## config.mk

```make
export PLATFORM = sky130hd
export DESIGN_NAME = camera_control_reply_parser
export DESIGN_NICKNAME = d
export VERILOG_FILES = /design/src/rtl/core/ccrp_pkg.sv /design/src/rtl/core/camera_control_reply_parser.sv /design/src/rtl/core/ccrp_front.sv /design/src/rtl/core/ccrp_queue.sv /design/src/rtl/core/ccrp_back.sv
export VERILOG_INCLUDE_DIRS = /design/src /design/src/rtl/core
export SDC_FILE = /design/constraint.sdc
export NUM_CORES = 1
export LEC_CHECK = 0
export BUFFER_PORTS_ARGS = -buffer_cell sky130_fd_sc_hd__buf_4
export CAP_MARGIN = 20
export CORE_ASPECT_RATIO = 1.25
export CORE_UTILIZATION = 44
export CTS_CLUSTER_SIZE = 16
export DETAILED_ROUTE_END_ITERATION = 6
export GPL_TIMING_DRIVEN = 0
export HOLD_SLACK_MARGIN = 0.12
export PLACE_DENSITY_LB_ADDON = 0.3
export REMOVE_ABC_BUFFERS = 1
export SLEW_MARGIN = 10
export SYNTH_ARGS = -nofsm -noshare
export SYNTH_HDL_FRONTEND = slang
export SYNTH_HIERARCHICAL = 1
export SYNTH_SLANG_ARGS = --single-unit
```

## constraint.sdc

```tcl
create_clock -name clk -period 8.35 [get_ports clk]
set_input_delay 1.2525 -clock clk [delete_from_list [all_inputs] [get_ports clk]]
set_output_delay 1.2525 -clock clk [all_outputs]
set_load 0.02 [all_outputs]
```

## src/rtl/core/camera_control_reply_parser_assert.svh

```systemverilog
// Assertion macros shared by the reply parser modules.
// Expects clk and rst_n in the scope of each use.
`ifndef CAMERA_CONTROL_REPLY_PARSER_ASSERT_SVH
`define CAMERA_CONTROL_REPLY_PARSER_ASSERT_SVH

// condition holds at every clock edge outside reset
`define CCRP_ASSERT_ALWAYS(label, cond, msg) \
    label: assert property (@(posedge clk) disable iff (!rst_n) (cond)) else $error(msg);

// antecedent implies consequent in the same cycle
`define CCRP_ASSERT_IMPLY(label, ante, cons, msg) \
    label: assert property (@(posedge clk) disable iff (!rst_n) (ante) |-> (cons)) \
        else $error(msg);

// antecedent implies consequent in the next cycle
`define CCRP_ASSERT_NEXT(label, ante, cons, msg) \
    label: assert property (@(posedge clk) disable iff (!rst_n) (ante) |=> (cons)) \
        else $error(msg);

`endif

```

## src/rtl/core/ccrp_pkg.sv

```systemverilog
// Shared types and constants for the camera-control reply parser.
// No dependencies.
`default_nettype none

package ccrp_pkg;

    localparam int MAX_REPLY_BYTES = 64;
    localparam int POS_W = $clog2(MAX_REPLY_BYTES);
    localparam int CMP_W = (POS_W + 1 > 7) ? POS_W + 1 : 7;

    localparam int QUEUE_DEPTH = 4;
    localparam int QPTR_W = $clog2(QUEUE_DEPTH);
    localparam int QCNT_W = $clog2(QUEUE_DEPTH + 1);

    localparam logic OP_START = 1'b0;
    localparam logic OP_BYTE = 1'b1;

    localparam logic [7:0] HDR_BCAST = 8'h88;
    localparam logic [7:0] CAM_MASK = 8'h70;
    localparam logic [7:0] TYPE_MASK = 8'hf0;
    localparam logic [7:0] TERM_BYTE = 8'hff;
    localparam logic [7:0] ERR_NOT_EXEC = 8'h41;

    localparam logic [3:0] TYPE_ACK = 4'h4;
    localparam logic [3:0] TYPE_DONE = 4'h5;
    localparam logic [3:0] TYPE_ERROR = 4'h6;

    localparam logic [2:0] K_ACK = 3'd0;
    localparam logic [2:0] K_INQ = 3'd1;
    localparam logic [2:0] K_BCAST = 3'd2;
    localparam logic [2:0] K_ERROR = 3'd3;
    localparam logic [2:0] K_MISMATCH = 3'd4;
    localparam logic [2:0] K_UNKNOWN = 3'd5;
    localparam logic [2:0] K_ACKUNTERM = 3'd6;
    localparam logic [2:0] K_OVERLONG = 3'd7;

    localparam logic [2:0] EC_NOT_EXEC = 3'd6;
    localparam logic [2:0] EC_UNRECOG = 3'd7;

    typedef struct packed {
        logic       op;
        logic [2:0] camera;
        logic [6:0] keep_limit;
        logic [7:0] rx_byte;
    } item_t;

    typedef struct packed {
        logic [2:0] kind;
        logic [7:0] reply_byte;
        logic [5:0] reply_index;
        logic [6:0] reply_length;
        logic [2:0] error_code;
        logic       bad_terminator;
        logic       last;
    } result_t;

    // up to three results caused by one request, packed from res[0]
    typedef struct packed {
        logic [1:0]        count;
        result_t [2:0]     res;
    } entry_t;

    typedef struct packed {
        logic full;
        logic valid;
    } q_status_t;

endpackage

`default_nettype wire

```

## src/rtl/core/camera_control_reply_parser.sv

```systemverilog
// Camera-control reply parser top level: front classifier, result queue, back drain.
// Takes one request per cycle while the queue has room; each result is registered in the queue first.
// Third reply bytes of ACK, inquiry and broadcast replies give up to three results, sent
// one per cycle from a four-group queue while result_ready is high; every other request
// gives at most one result. The front stalls only when the queue is full. Reset (rst_n
// low, async) disarms the parser, clears all parse state and empties the queue.
`default_nettype none

module camera_control_reply_parser
    import ccrp_pkg::*;
(
    input  wire logic    clk,
    input  wire logic    rst_n,
    input  wire logic    item_valid,
    output logic         item_ready,
    input  wire item_t   item,
    output logic         result_valid,
    input  wire logic    result_ready,
    output result_t      result
);

    q_status_t q_status;
    logic      push;
    logic      pop;
    entry_t    push_data;
    entry_t    head;

    ccrp_front u_front (
        .clk        (clk),
        .rst_n      (rst_n),
        .item_valid (item_valid),
        .item_ready (item_ready),
        .item       (item),
        .q_status   (q_status),
        .push       (push),
        .push_data  (push_data)
    );

    ccrp_queue u_queue (
        .clk     (clk),
        .rst_n   (rst_n),
        .push    (push),
        .wr_data (push_data),
        .pop     (pop),
        .rd_data (head),
        .status  (q_status)
    );

    ccrp_back u_back (
        .clk          (clk),
        .rst_n        (rst_n),
        .head         (head),
        .q_status     (q_status),
        .pop          (pop),
        .result_valid (result_valid),
        .result_ready (result_ready),
        .result       (result)
    );

endmodule

`default_nettype wire

```

## src/rtl/core/ccrp_front.sv

```systemverilog
// Front end: accepts requests, tracks parse state and classifies replies.
// Depends on ccrp_pkg; pushes result groups into ccrp_queue.
`default_nettype none

module ccrp_front
    import ccrp_pkg::*;
(
    input  wire logic      clk,
    input  wire logic      rst_n,
    input  wire logic      item_valid,
    output logic           item_ready,
    input  wire item_t     item,
    input  wire q_status_t q_status,
    output logic           push,
    output entry_t         push_data
);

    typedef enum logic [3:0] {
        PH_IDLE    = 4'b0001,
        PH_GATHER  = 4'b0010,
        PH_BODY    = 4'b0100,
        PH_ERRTERM = 4'b1000
    } phase_t;

    typedef struct packed {
        logic    vld;
        result_t rec;
    } cand_t;

    phase_t            phase_reg, phase_next;
    logic [POS_W-1:0]  pos_reg, pos_next;
    logic [7:0]        header_reg, header_next;
    logic [7:0]        type_reg, type_next;
    logic [2:0]        cam_reg, cam_next;
    logic [6:0]        keep_reg, keep_next;
    logic [1:0]        class_reg, class_next;
    logic [7:0]        err_held_reg, err_held_next;

    cand_t [2:0]       cand;
    logic              accept;
    logic [7:0]        b;
    logic [3:0]        rtype;
    logic [1:0]        n;
    logic [CMP_W-1:0]  pos_plus;

    function automatic cand_t emit_rec(input logic [1:0] cls, input logic [7:0] data,
                                       input logic [POS_W-1:0] pos, input logic term,
                                       input logic [6:0] keep);
        cand_t            c;
        logic [CMP_W-1:0] pw;
        logic [CMP_W-1:0] p1;
        logic [CMP_W-1:0] kp;
        pw = CMP_W'(pos);
        p1 = pw + CMP_W'(1);
        kp = CMP_W'(keep);
        c = '0;
        c.rec.kind = {1'b0, cls};
        if (pw < kp)
        begin
            c.vld = 1'b1;
            c.rec.reply_byte = data;
            c.rec.reply_index = 6'(pos);
            c.rec.reply_length = term ? 7'((p1 < kp) ? p1 : kp) : 7'd0;
            c.rec.last = term;
        end
        else if (term)
        begin
            // terminator past the keep limit: closing result only
            c.vld = 1'b1;
            c.rec.reply_length = keep;
            c.rec.last = 1'b1;
        end
        return c;
    endfunction

    function automatic cand_t fail_rec(input logic [2:0] kind);
        cand_t c;
        c = '0;
        c.vld = 1'b1;
        c.rec.kind = kind;
        c.rec.last = 1'b1;
        return c;
    endfunction

    assign item_ready = !q_status.full;
    assign accept = item_valid && item_ready;
    assign b = item.rx_byte;
    assign rtype = 4'((type_reg & TYPE_MASK) >> 4);
    assign pos_plus = CMP_W'(pos_reg) + CMP_W'(1);

    always_comb
    begin
        phase_next = phase_reg;
        pos_next = pos_reg;
        header_next = header_reg;
        type_next = type_reg;
        cam_next = cam_reg;
        keep_next = keep_reg;
        class_next = class_reg;
        err_held_next = err_held_reg;
        cand = '0;
        if (accept)
        begin
            if (item.op == OP_START)
            begin
                cam_next = item.camera;
                keep_next = item.keep_limit;
                pos_next = '0;
                header_next = '0;
                type_next = '0;
                class_next = '0;
                err_held_next = '0;
                phase_next = PH_GATHER;
            end
            else
            begin
                case (phase_reg)
                    PH_GATHER:
                    begin
                        if (pos_reg == POS_W'(0))
                        begin
                            header_next = b;
                            pos_next = POS_W'(1);
                        end
                        else if (pos_reg == POS_W'(1))
                        begin
                            type_next = b;
                            pos_next = POS_W'(2);
                        end
                        else if (header_reg != HDR_BCAST &&
                                 3'((header_reg & CAM_MASK) >> 4) != cam_reg)
                        begin
                            cand[0] = fail_rec(K_MISMATCH);
                            phase_next = PH_IDLE;
                        end
                        else if (header_reg != HDR_BCAST && rtype == TYPE_ACK)
                        begin
                            if (b != TERM_BYTE)
                            begin
                                cand[0] = fail_rec(K_ACKUNTERM);
                            end
                            else
                            begin
                                class_next = K_ACK[1:0];
                                cand[0] = emit_rec(K_ACK[1:0], header_reg, POS_W'(0), 1'b0,
                                                   keep_reg);
                                cand[1] = emit_rec(K_ACK[1:0], type_reg, POS_W'(1), 1'b0,
                                                   keep_reg);
                                cand[2] = emit_rec(K_ACK[1:0], b, POS_W'(2), 1'b1, keep_reg);
                            end
                            phase_next = PH_IDLE;
                        end
                        else if (header_reg != HDR_BCAST && rtype == TYPE_DONE &&
                                 b == TERM_BYTE)
                        begin
                            // completion: drop and gather the next reply
                            pos_next = '0;
                        end
                        else if (header_reg != HDR_BCAST && rtype == TYPE_ERROR)
                        begin
                            err_held_next = b;
                            phase_next = PH_ERRTERM;
                        end
                        else if (header_reg != HDR_BCAST && rtype != TYPE_DONE)
                        begin
                            cand[0] = fail_rec(K_UNKNOWN);
                            phase_next = PH_IDLE;
                        end
                        else
                        begin
                            class_next = (header_reg == HDR_BCAST) ? K_BCAST[1:0] : K_INQ[1:0];
                            cand[0] = emit_rec(class_next, header_reg, POS_W'(0), 1'b0,
                                               keep_reg);
                            cand[1] = emit_rec(class_next, type_reg, POS_W'(1), 1'b0,
                                               keep_reg);
                            cand[2] = emit_rec(class_next, b, POS_W'(2), 1'b0, keep_reg);
                            phase_next = PH_BODY;
                            pos_next = POS_W'(3);
                        end
                    end
                    PH_ERRTERM:
                    begin
                        cand[0] = fail_rec(K_ERROR);
                        if (err_held_reg inside {[8'd1:8'd5]})
                        begin
                            cand[0].rec.error_code = err_held_reg[2:0];
                        end
                        else if (err_held_reg == ERR_NOT_EXEC)
                        begin
                            cand[0].rec.error_code = EC_NOT_EXEC;
                        end
                        else
                        begin
                            cand[0].rec.error_code = EC_UNRECOG;
                        end
                        cand[0].rec.bad_terminator = (b != TERM_BYTE);
                        phase_next = PH_IDLE;
                    end
                    PH_BODY:
                    begin
                        if (b == TERM_BYTE)
                        begin
                            cand[0] = emit_rec(class_reg, b, pos_reg, 1'b1, keep_reg);
                            phase_next = PH_IDLE;
                        end
                        else if (pos_plus >= CMP_W'(MAX_REPLY_BYTES))
                        begin
                            cand[0] = fail_rec(K_OVERLONG);
                            phase_next = PH_IDLE;
                        end
                        else
                        begin
                            cand[0] = emit_rec(class_reg, b, pos_reg, 1'b0, keep_reg);
                            pos_next = POS_W'(pos_plus);
                        end
                    end
                    default:
                    begin
                        // not armed: byte dropped
                    end
                endcase
            end
        end
    end

    // pack valid candidates from slot 0
    always_comb
    begin
        push_data = '0;
        n = 2'd0;
        for (int i = 0; i < 3; i++)
        begin
            if (cand[i].vld)
            begin
                push_data.res[n] = cand[i].rec;
                n = n + 2'd1;
            end
        end
        push_data.count = n;
    end

    assign push = accept && (n != 2'd0);

    always_ff @(posedge clk or negedge rst_n)
    begin
        if (!rst_n)
        begin
            phase_reg <= PH_IDLE;
            pos_reg <= '0;
            header_reg <= '0;
            type_reg <= '0;
            cam_reg <= '0;
            keep_reg <= '0;
            class_reg <= '0;
            err_held_reg <= '0;
        end
        else
        begin
            phase_reg <= phase_next;
            pos_reg <= pos_next;
            header_reg <= header_next;
            type_reg <= type_next;
            cam_reg <= cam_next;
            keep_reg <= keep_next;
            class_reg <= class_next;
            err_held_reg <= err_held_next;
        end
    end

endmodule

`default_nettype wire

```

## src/rtl/core/ccrp_queue.sv

```systemverilog
// Short FIFO of result groups between the front and back ends.
// Depends on ccrp_pkg and the assertion macro header.
`default_nettype none

`include "camera_control_reply_parser_assert.svh"

module ccrp_queue
    import ccrp_pkg::*;
(
    input  wire logic   clk,
    input  wire logic   rst_n,
    input  wire logic   push,
    input  wire entry_t wr_data,
    input  wire logic   pop,
    output entry_t      rd_data,
    output q_status_t   status
);

    entry_t             mem_reg [QUEUE_DEPTH];
    logic [QPTR_W-1:0]  wr_ptr_reg, wr_ptr_next;
    logic [QPTR_W-1:0]  rd_ptr_reg, rd_ptr_next;
    logic [QCNT_W-1:0]  cnt_reg, cnt_next;

    assign status.full = (cnt_reg == QCNT_W'(QUEUE_DEPTH));
    assign status.valid = (cnt_reg != '0);
    assign rd_data = mem_reg[rd_ptr_reg];

    always_comb
    begin
        wr_ptr_next = wr_ptr_reg;
        rd_ptr_next = rd_ptr_reg;
        cnt_next = cnt_reg;
        if (push)
        begin
            wr_ptr_next = (wr_ptr_reg == QPTR_W'(QUEUE_DEPTH - 1)) ? '0 : wr_ptr_reg + 1'b1;
        end
        if (pop)
        begin
            rd_ptr_next = (rd_ptr_reg == QPTR_W'(QUEUE_DEPTH - 1)) ? '0 : rd_ptr_reg + 1'b1;
        end
        if (push && !pop)
        begin
            cnt_next = cnt_reg + 1'b1;
        end
        else if (pop && !push)
        begin
            cnt_next = cnt_reg - 1'b1;
        end
    end

    always_ff @(posedge clk)
    begin
        if (push)
        begin
            mem_reg[wr_ptr_reg] <= wr_data;
        end
    end

    always_ff @(posedge clk or negedge rst_n)
    begin
        if (!rst_n)
        begin
            wr_ptr_reg <= '0;
            rd_ptr_reg <= '0;
            cnt_reg <= '0;
        end
        else
        begin
            wr_ptr_reg <= wr_ptr_next;
            rd_ptr_reg <= rd_ptr_next;
            cnt_reg <= cnt_next;
        end
    end

    `CCRP_ASSERT_ALWAYS(a_q_bound, cnt_reg <= QCNT_W'(QUEUE_DEPTH), "queue count overflow")
    `CCRP_ASSERT_IMPLY(a_q_pop_nonempty, pop, cnt_reg != '0, "pop from empty queue")
    `CCRP_ASSERT_IMPLY(a_q_push_ok, push, !status.full && wr_data.count != 2'd0,
                       "bad push into queue")

endmodule

`default_nettype wire

```

## src/rtl/core/ccrp_back.sv

```systemverilog
// Back end: drains result groups from the queue one result per output handshake.
// Depends on ccrp_pkg and the assertion macro header.
`default_nettype none

`include "camera_control_reply_parser_assert.svh"

module ccrp_back
    import ccrp_pkg::*;
(
    input  wire logic      clk,
    input  wire logic      rst_n,
    input  wire entry_t    head,
    input  wire q_status_t q_status,
    output logic           pop,
    output logic           result_valid,
    input  wire logic      result_ready,
    output result_t        result
);

    logic [1:0] sub_reg, sub_next;
    logic       group_end;

    assign result_valid = q_status.valid;
    assign result = head.res[sub_reg];
    assign group_end = (sub_reg == head.count - 2'd1);
    assign pop = result_valid && result_ready && group_end;

    always_comb
    begin
        sub_next = sub_reg;
        if (result_valid && result_ready)
        begin
            sub_next = group_end ? 2'd0 : sub_reg + 2'd1;
        end
    end

    always_ff @(posedge clk or negedge rst_n)
    begin
        if (!rst_n)
        begin
            sub_reg <= 2'd0;
        end
        else
        begin
            sub_reg <= sub_next;
        end
    end

    `CCRP_ASSERT_IMPLY(a_b_sub_range, q_status.valid, sub_reg < head.count,
                       "sub index past group")
    `CCRP_ASSERT_NEXT(a_b_sub_hold, result_valid && !result_ready, $stable(sub_reg),
                      "sub index moved while stalled")
    `CCRP_ASSERT_IMPLY(a_b_pop_end, pop, sub_reg == head.count - 2'd1,
                       "group popped before its last result")

endmodule

`default_nettype wire

```

# Yosys cells after proc, flatten, opt, wreduce, memory -nomap -nowiden
# Memory sizes are Yosys's and may differ from the RTL's.
# Cells that the tools add are included.
totals:
  regBits: 55
  ramBits: 356
  inputBits: 23
  output_inout_bits: 31
  mem_count: 1
memory_table:
  columns: ["name", "depth", "width", "read_ports", "rd_clocked_by_memory_dff", "wr", "line", "source"]
  rows:
  - ["u_queue.mem_reg", 4, 89, 1, 0, 1, "ccrp_queue.sv:19", "entry_t mem_reg [QUEUE_DEPTH];"]
classes:
  n_addsub: 9
  n_lt_le_gt_ge: 14
  n_eq_ne: 43
  mux: 102
  n_bitwise: 1
  n_reduce_logical: 29
op_table:
  columns: ["op", "n"]
  rows:
  - ["$mux 90", 7]
  - ["$mux 60", 4]
  - ["$bwmux 87", 2]
  - ["$mux 87", 2]
  - ["$mux 30", 5]
  - ["$mux 8", 15]
  - ["$demux 29 s2", 2]
  - ["$mux 29", 4]
  - ["$pmux 30 s3", 1]
  - ["$mux 21", 4]
  - ["$mux 6", 10]
  - ["$bmux 29 s2", 1]
  - ["$mux 4", 9]
  - ["$mux 2", 16]
  - ["$mux 14", 2]
  - ["$mux 7", 4]
  - ["$eq 4x3->1 const B", 4]
  - ["$eq 8x8->1 const B", 2]
  - ["$ne 8x8->1 const B", 2]
  - ["$reduce_and 8->1", 2]
  - ["$logic_and 1x1->1", 15]
  - ["$ne 3x3->1 const B", 5]
  - ["$ne 5x3->1 const B", 3]
  - ["$lt 1x7->1 const A", 2]
  - ["other kinds (46)", 75]

# Depth between registers and ports, before layout
logic_depth:
  depth_word: 23
  mapped_depth: 18
  depth_no_buf: 17

# Hierarchy
# The synthesis kept the hierarchy.
modules_own_cells:
  columns: ["mod", "n_inst", "cells_each", "area_each_um2"]
  rows:
  - ["ccrp_queue", 1, 502, 13347.8]
  - ["ccrp_front", 1, 447, 3878.7]
  - ["ccrp_back", 1, 113, 759.5]

# Worst setup path before layout
# Ideal clock, no wire load.
synth_path:
  kind: "in2reg"
  start: "input port item[0] (netlist bit)"
  end: "memory u_queue/mem_reg[2][0] (netlist bit), enable pin"
  setup_ns: 0.457
  t_arrival_ns: 5.701
  setup_slack_ns: 2.192
  stages: 11
  cell_sequence: "nand4_1 > nor2_1 > nand3_1 > o21ai_1 > a31oi_2 > inv_1 > ha_1 > and3_1 > buf_4 > a221oi_1 > and2_1"
synth_between:
  elab_chain_len: 19
  word_cells_on_any_way: 25
synth_lines:
  columns: ["element", "line", "source"]
  rows:
  - ["start, declared", "camera_control_reply_parser.sv:16", "input wire item_t item,"]
  - ["$eq 8x8->1", "ccrp_front.sv:154, ccrp_front.sv:201", null]
  - ["$logic_and 1x1->1", "ccrp_front.sv:153", "else if (header_reg != HDR_BCAST && rtype == TYPE_DONE &&"]
  - ["$mux 90", "ccrp_front.sv:153", null]
  - ["$mux 90", "ccrp_front.sv:136", "else if (header_reg != HDR_BCAST && rtype == TYPE_ACK)"]
  - ["$mux 30", "ccrp_front.sv:130", "else if (header_reg != HDR_BCAST &&"]
  - ["$mux 90", "ccrp_front.sv:125", "else if (pos_reg == POS_W'(1))"]
  - ["$mux 90", "ccrp_front.sv:120", "if (pos_reg == POS_W'(0))"]
  - ["$pmux 30 s3", "ccrp_front.sv:117", "case (phase_reg)"]
  - ["[4 not listed]", null, null]
  - ["$mux 2", "ccrp_front.sv:233", "if (cand[i].vld)"]
  - ["$add 2x1->2", "ccrp_front.sv:236", "n = n + 2'd1;"]
  - ["$mux 2 (*)", "ccrp_front.sv:233", null]
  - ["$reduce_bool 2->1 (*)", "ccrp_front.sv:242", "assign push = accept && (n != 2'd0);"]
  - ["$logic_and 1x1->1 (*)", "ccrp_front.sv:242", null]
  - ["named net push", "camera_control_reply_parser.sv:23", "logic push;"]
  - ["$mux 1 (*)", "ccrp_queue.sv:53", "if (push)"]
  - ["$mux 1 (not written as such) (*)", "ccrp_queue.sv:55", "mem_reg[wr_ptr_reg] <= wr_data;"]
  - ["end, declared", "ccrp_queue.sv:19", null]
# The timed path passes the listed nets; every way through them passes the cells marked *.

# Worst setup path after layout
layout_path:
  start: "register u_front.pos_reg[0]"
  end: "memory u_queue/mem_reg[2][3] (netlist bit), enable pin"
layout_between:
  elab_chain_len: 16
  word_cells_on_any_way: 23
layout_lines:
  columns: ["element", "line", "source"]
  rows:
  - ["start, declared", "ccrp_front.sv:31", "logic [POS_W-1:0] pos_reg, pos_next;"]
  - ["start signal, assigned", "ccrp_front.sv:260", "pos_reg <= pos_next;"]
  - ["$add 6x1->7 or $lt 6x7->1 (tied branches)", "ccrp_front.sv:89, ccrp_front.sv:58", null]
  - ["$ge 7x7->1 or $mux 1 (tied branches)", "ccrp_front.sv:206, ccrp_front.sv:58", null]
  - ["$mux 30", "ccrp_front.sv:206", "else if (pos_plus >= CMP_W'(MAX_REPLY_BYTES))"]
  - ["$mux 30", "ccrp_front.sv:201", "if (b == TERM_BYTE)"]
  - ["$pmux 30 s3", "ccrp_front.sv:117", null]
  - ["$mux 90 (*)", "ccrp_front.sv:104", "if (item.op == OP_START)"]
  - ["$mux 90 (*)", "ccrp_front.sv:102", "if (accept)"]
  - ["$mux 1", "ccrp_front.sv:233", null]
  - ["$add 1x1->2", "ccrp_front.sv:236", null]
  - ["$mux 2", "ccrp_front.sv:233", null]
  - ["$add 2x1->2", "ccrp_front.sv:236", null]
  - ["$mux 2 (*)", "ccrp_front.sv:233", null]
  - ["$reduce_bool 2->1 (*)", "ccrp_front.sv:242", null]
  - ["$logic_and 1x1->1 (*)", "ccrp_front.sv:242", null]
  - ["named net push", "camera_control_reply_parser.sv:23", null]
  - ["$mux 1 (*)", "ccrp_queue.sv:53", null]
  - ["$mux 1 (not written as such) (*)", "ccrp_queue.sv:55", null]
# Marked as above.

==> flow_metrics.env <==
export IMPL_maxCapViolations=0
export IMPL_ys_types=72
export IMPL_ys_seq_area_share_pct=67.1
export IMPL_grt_start_max_net_pins=56
export IMPL_ys_flop_type="edfxtp_1"
export IMPL_finalNetCount=1170
export IMPL_yosysWarningCount=6
export IMPL_dp_cells=1628
export IMPL_ios=54
export IMPL_wl_met3_um=1660
export IMPL_critPathKind="register to register"
export IMPL_gp_congestion=0.871
export IMPL_slew_headroom_pct=30.6
export IMPL_areaGrowthSynthToFinish_pct=11.8
export IMPL_drv_slew=0
export IMPL_skew_ps=13.8
export IMPL_dieHeight_um=228
export IMPL_finalSetupViolations=0
export IMPL_min_period_ps=5960
export IMPL_critPathTopFamily="compound AO/OA/AOI/OAI gates"
export IMPL_cts_buffers_inserted=38
export IMPL_power_density_nw_per_um2=310
export IMPL_clk_insertion_delay_late_ps=540
export IMPL_fin_ws_ps=2390
export IMPL_dp_hpwl_um=22900
export IMPL_slowest_stage="a221oi_1"
export IMPL_leakage_nw=6.87
export IMPL_cts_tree="done"
export IMPL_cp_start_kind="register"
export IMPL_min_path_type="register to register"
export IMPL_vdd_ir_drop_max_mv=0.174
export IMPL_ctsResizeCount=0
export IMPL_rows=82
export IMPL_top_layer="met4"
export IMPL_tightest_slew_ps=1040
export IMPL_async_flop_share_pct=13.4
export IMPL_drt_iter0_markers=784
export IMPL_initial_core_util_pct=44.7
export IMPL_clock_sinks=411
export IMPL_min_period_over_period_pct=71.4
export IMPL_vias=9439
export IMPL_grt_pass1_wl_um=58200
export IMPL_synth_edf_count=356
export IMPL_remaining_drc_errors=0
export IMPL_dpl_worst_slack_ps=2020
export IMPL_design_core_area_um2=40200
export IMPL_first_pass_iters=5
export IMPL_crit_required_ps=8560
export IMPL_antennaDiodeCount=0
export IMPL_crit_path_max_incr_delay_ps=1000
export IMPL_post_cts_buffers=0
export IMPL_ctsRootBufferMaster="clkbuf_16"
export IMPL_grt_setup_unrepaired="no"
export IMPL_wl_per_cell_um=21.6
export IMPL_gr_total_overflow=0
export IMPL_ys_seq_elements=411
export IMPL_fmax_ghz=0.168
export IMPL_die_area_um2=41700
export IMPL_synth_area_leaders="edfxtp_1 59%, mux4_2 11%, dfrtp_1 7.5%"
export IMPL_synthCells=1062
export IMPL_clockBufferDepth=3
export IMPL_yosysTopAreaCellShare_pct=59.4
export IMPL_syn_area_um2=18000
export IMPL_crit_path_cell_trace="inv_1, ha_1, or2_2, a21o_1, a311oi_2, o21ai_1, a31oi_2, inv_1, ha_1, and3_1, a221oi_1, and2_4, buf_16"
export IMPL_vias_per_cell=5.56
export IMPL_avgSynthCellArea_um2=16.9
export IMPL_grtUsageTotal_pct=18.5
export IMPL_dieWidth_um=183
export IMPL_end_kind="register"
export IMPL_finalHoldViolCount=0
export IMPL_route_met2_wl_um=19000
export IMPL_antenna_found_initial=0
export IMPL_holdBufCountCts=0
export IMPL_clk_pin_slew_ps=60
export IMPL_yosys_area_top_type="edfxtp_1"
export IMPL_drive_gt1_share_pct=23.8
export IMPL_outcome="complete, no violations"
export IMPL_cp_data_arrival_time_ps=6170
export IMPL_wl_um=36700
export IMPL_grt_pass1_vias=9958
export IMPL_htree_levels=2
export IMPL_cp_max_fo=51
export IMPL_critPathBufInv=3
export IMPL_port_buffers=53
export IMPL_largest_register_ffs=356
export IMPL_ant_nets=0
export IMPL_final_core_util_pct=50.0
export IMPL_wl_met1_um=15200
export IMPL_fin_cells=1697
-- placed cells by master, fill, tap and decap left out, drive strengths merged, types with 24 or more instances in the layout --
cell / instances
edfxtp: 356
mux2: 33
nand3: 25
buf: 64
mux4: 89
nand2: 76
nor2: 38
dfrtp: 54
o21ai: 64
ha: 24
mux2i: 35
and2: 31
clkbuf: 52
conb: 29
-- worst paths after layout --
path	startpoint	end	slack [ps]	cells past startpoint
max	u_front/pos_reg[0]	u_queue/mem_reg[2][3]	2390	13
min	u_queue/cnt_reg[2]	u_queue/cnt_reg[2]	500	1
max reg2reg	u_front/pos_reg[0]	u_queue/mem_reg[2][3]	2390	13
min reg2reg	u_queue/cnt_reg[2]	u_queue/cnt_reg[2]	500	1
max in group asynchronous	rst_n	u_queue/rd_ptr_reg[1]	6980	1
min in group asynchronous	rst_n	u_front/type_reg[1]	790	1
-- metal layers --
| layer | up-vias | global-route usage (%) |
|---|---|---|
| met2 | 254 | 31.5 |
| li1 | 4239 | - |
| met1 | 4889 | 24.2 |
| met4 | 0 | 6.20 |
| met3 | 57 | 2.59 |
| met5 | - | 0 |
-- final cells by class --
| class | count | area (um2) |
|---|---|---|
| clock inverter | 17 | 151 |
| tap | 546 | 683 |
| inverter | 21 | 78.8 |
| sequential | 411 | 12100 |
| clock buffer | 52 | 1050 |
| timing repair buffer | 65 | 689 |
| fill | 3363 | 20100 |
| multi-input combinational | 585 | 5380 |
-- per-stage QoR --
stage / instance area [um2] / total power [mW] / hold WS, ps / TNS, ps
floorplan: 17500 / 4.01 / 449 / 0
global placement: 18600 / 4.74 / 474 / -295200
global route: 20100 / 6.56 / 519 / 0
CTS: 20100 / 6.33 / 495 / 0
finish: 20100 / 6.24 / 500 / 0
detailed placement: 18900 / 4.64 / 485 / 0
-- power by group --
part | leakage [nW] | switching (mW) | internal [mW] | total (mW)
Clock | 0.593 | 0.721 | 0.951 | 1.67
Combinational | 2.41 | 0.969 | 0.952 | 1.92
Sequential | 3.86 | 0.269 | 2.38 | 2.65
-- cells in the mapped netlist (8+ instances only) --
cell type,number
buf_4,38
dfrtp_1,54
and2_1,31
buf_2,14
o21ai_1,31
nand2_1,76
edfxtp_1,356
inv_1,20
nor3_1,8
buf_12,9
mux4_2,89
xor2_1,8
clkbuf_1,10
a21oi_1,20
nor2_1,37
mux2i_1,35
a22o_1,13
ha_1,24
nand3_1,25
mux2_2,33
o21ai_0,33
-- cells by family (layout without fill, tap and decap cells) --
| logic type | Yosys count | in the layout | share of synthesized area [%] |
|---|---|---|---|
| multiplexers | 157 | 157 | 15.2 |
| AND/OR/NAND/NOR | 221 | 221 | 6.43 |
| buffers and inverters | 94 | 155 | 3.74 |
| adder cells (fa/ha/maj) | 25 | 25 | 1.78 |
| AO/OA/AOI/OAI | 139 | 139 | 5.10 |
| other | 1 | 29 | 0.0208 |
| flip-flops | 411 | 411 | 67.1 |
| XOR/XNOR | 14 | 14 | 0.682 |
(Power assumes the default switching activity.)
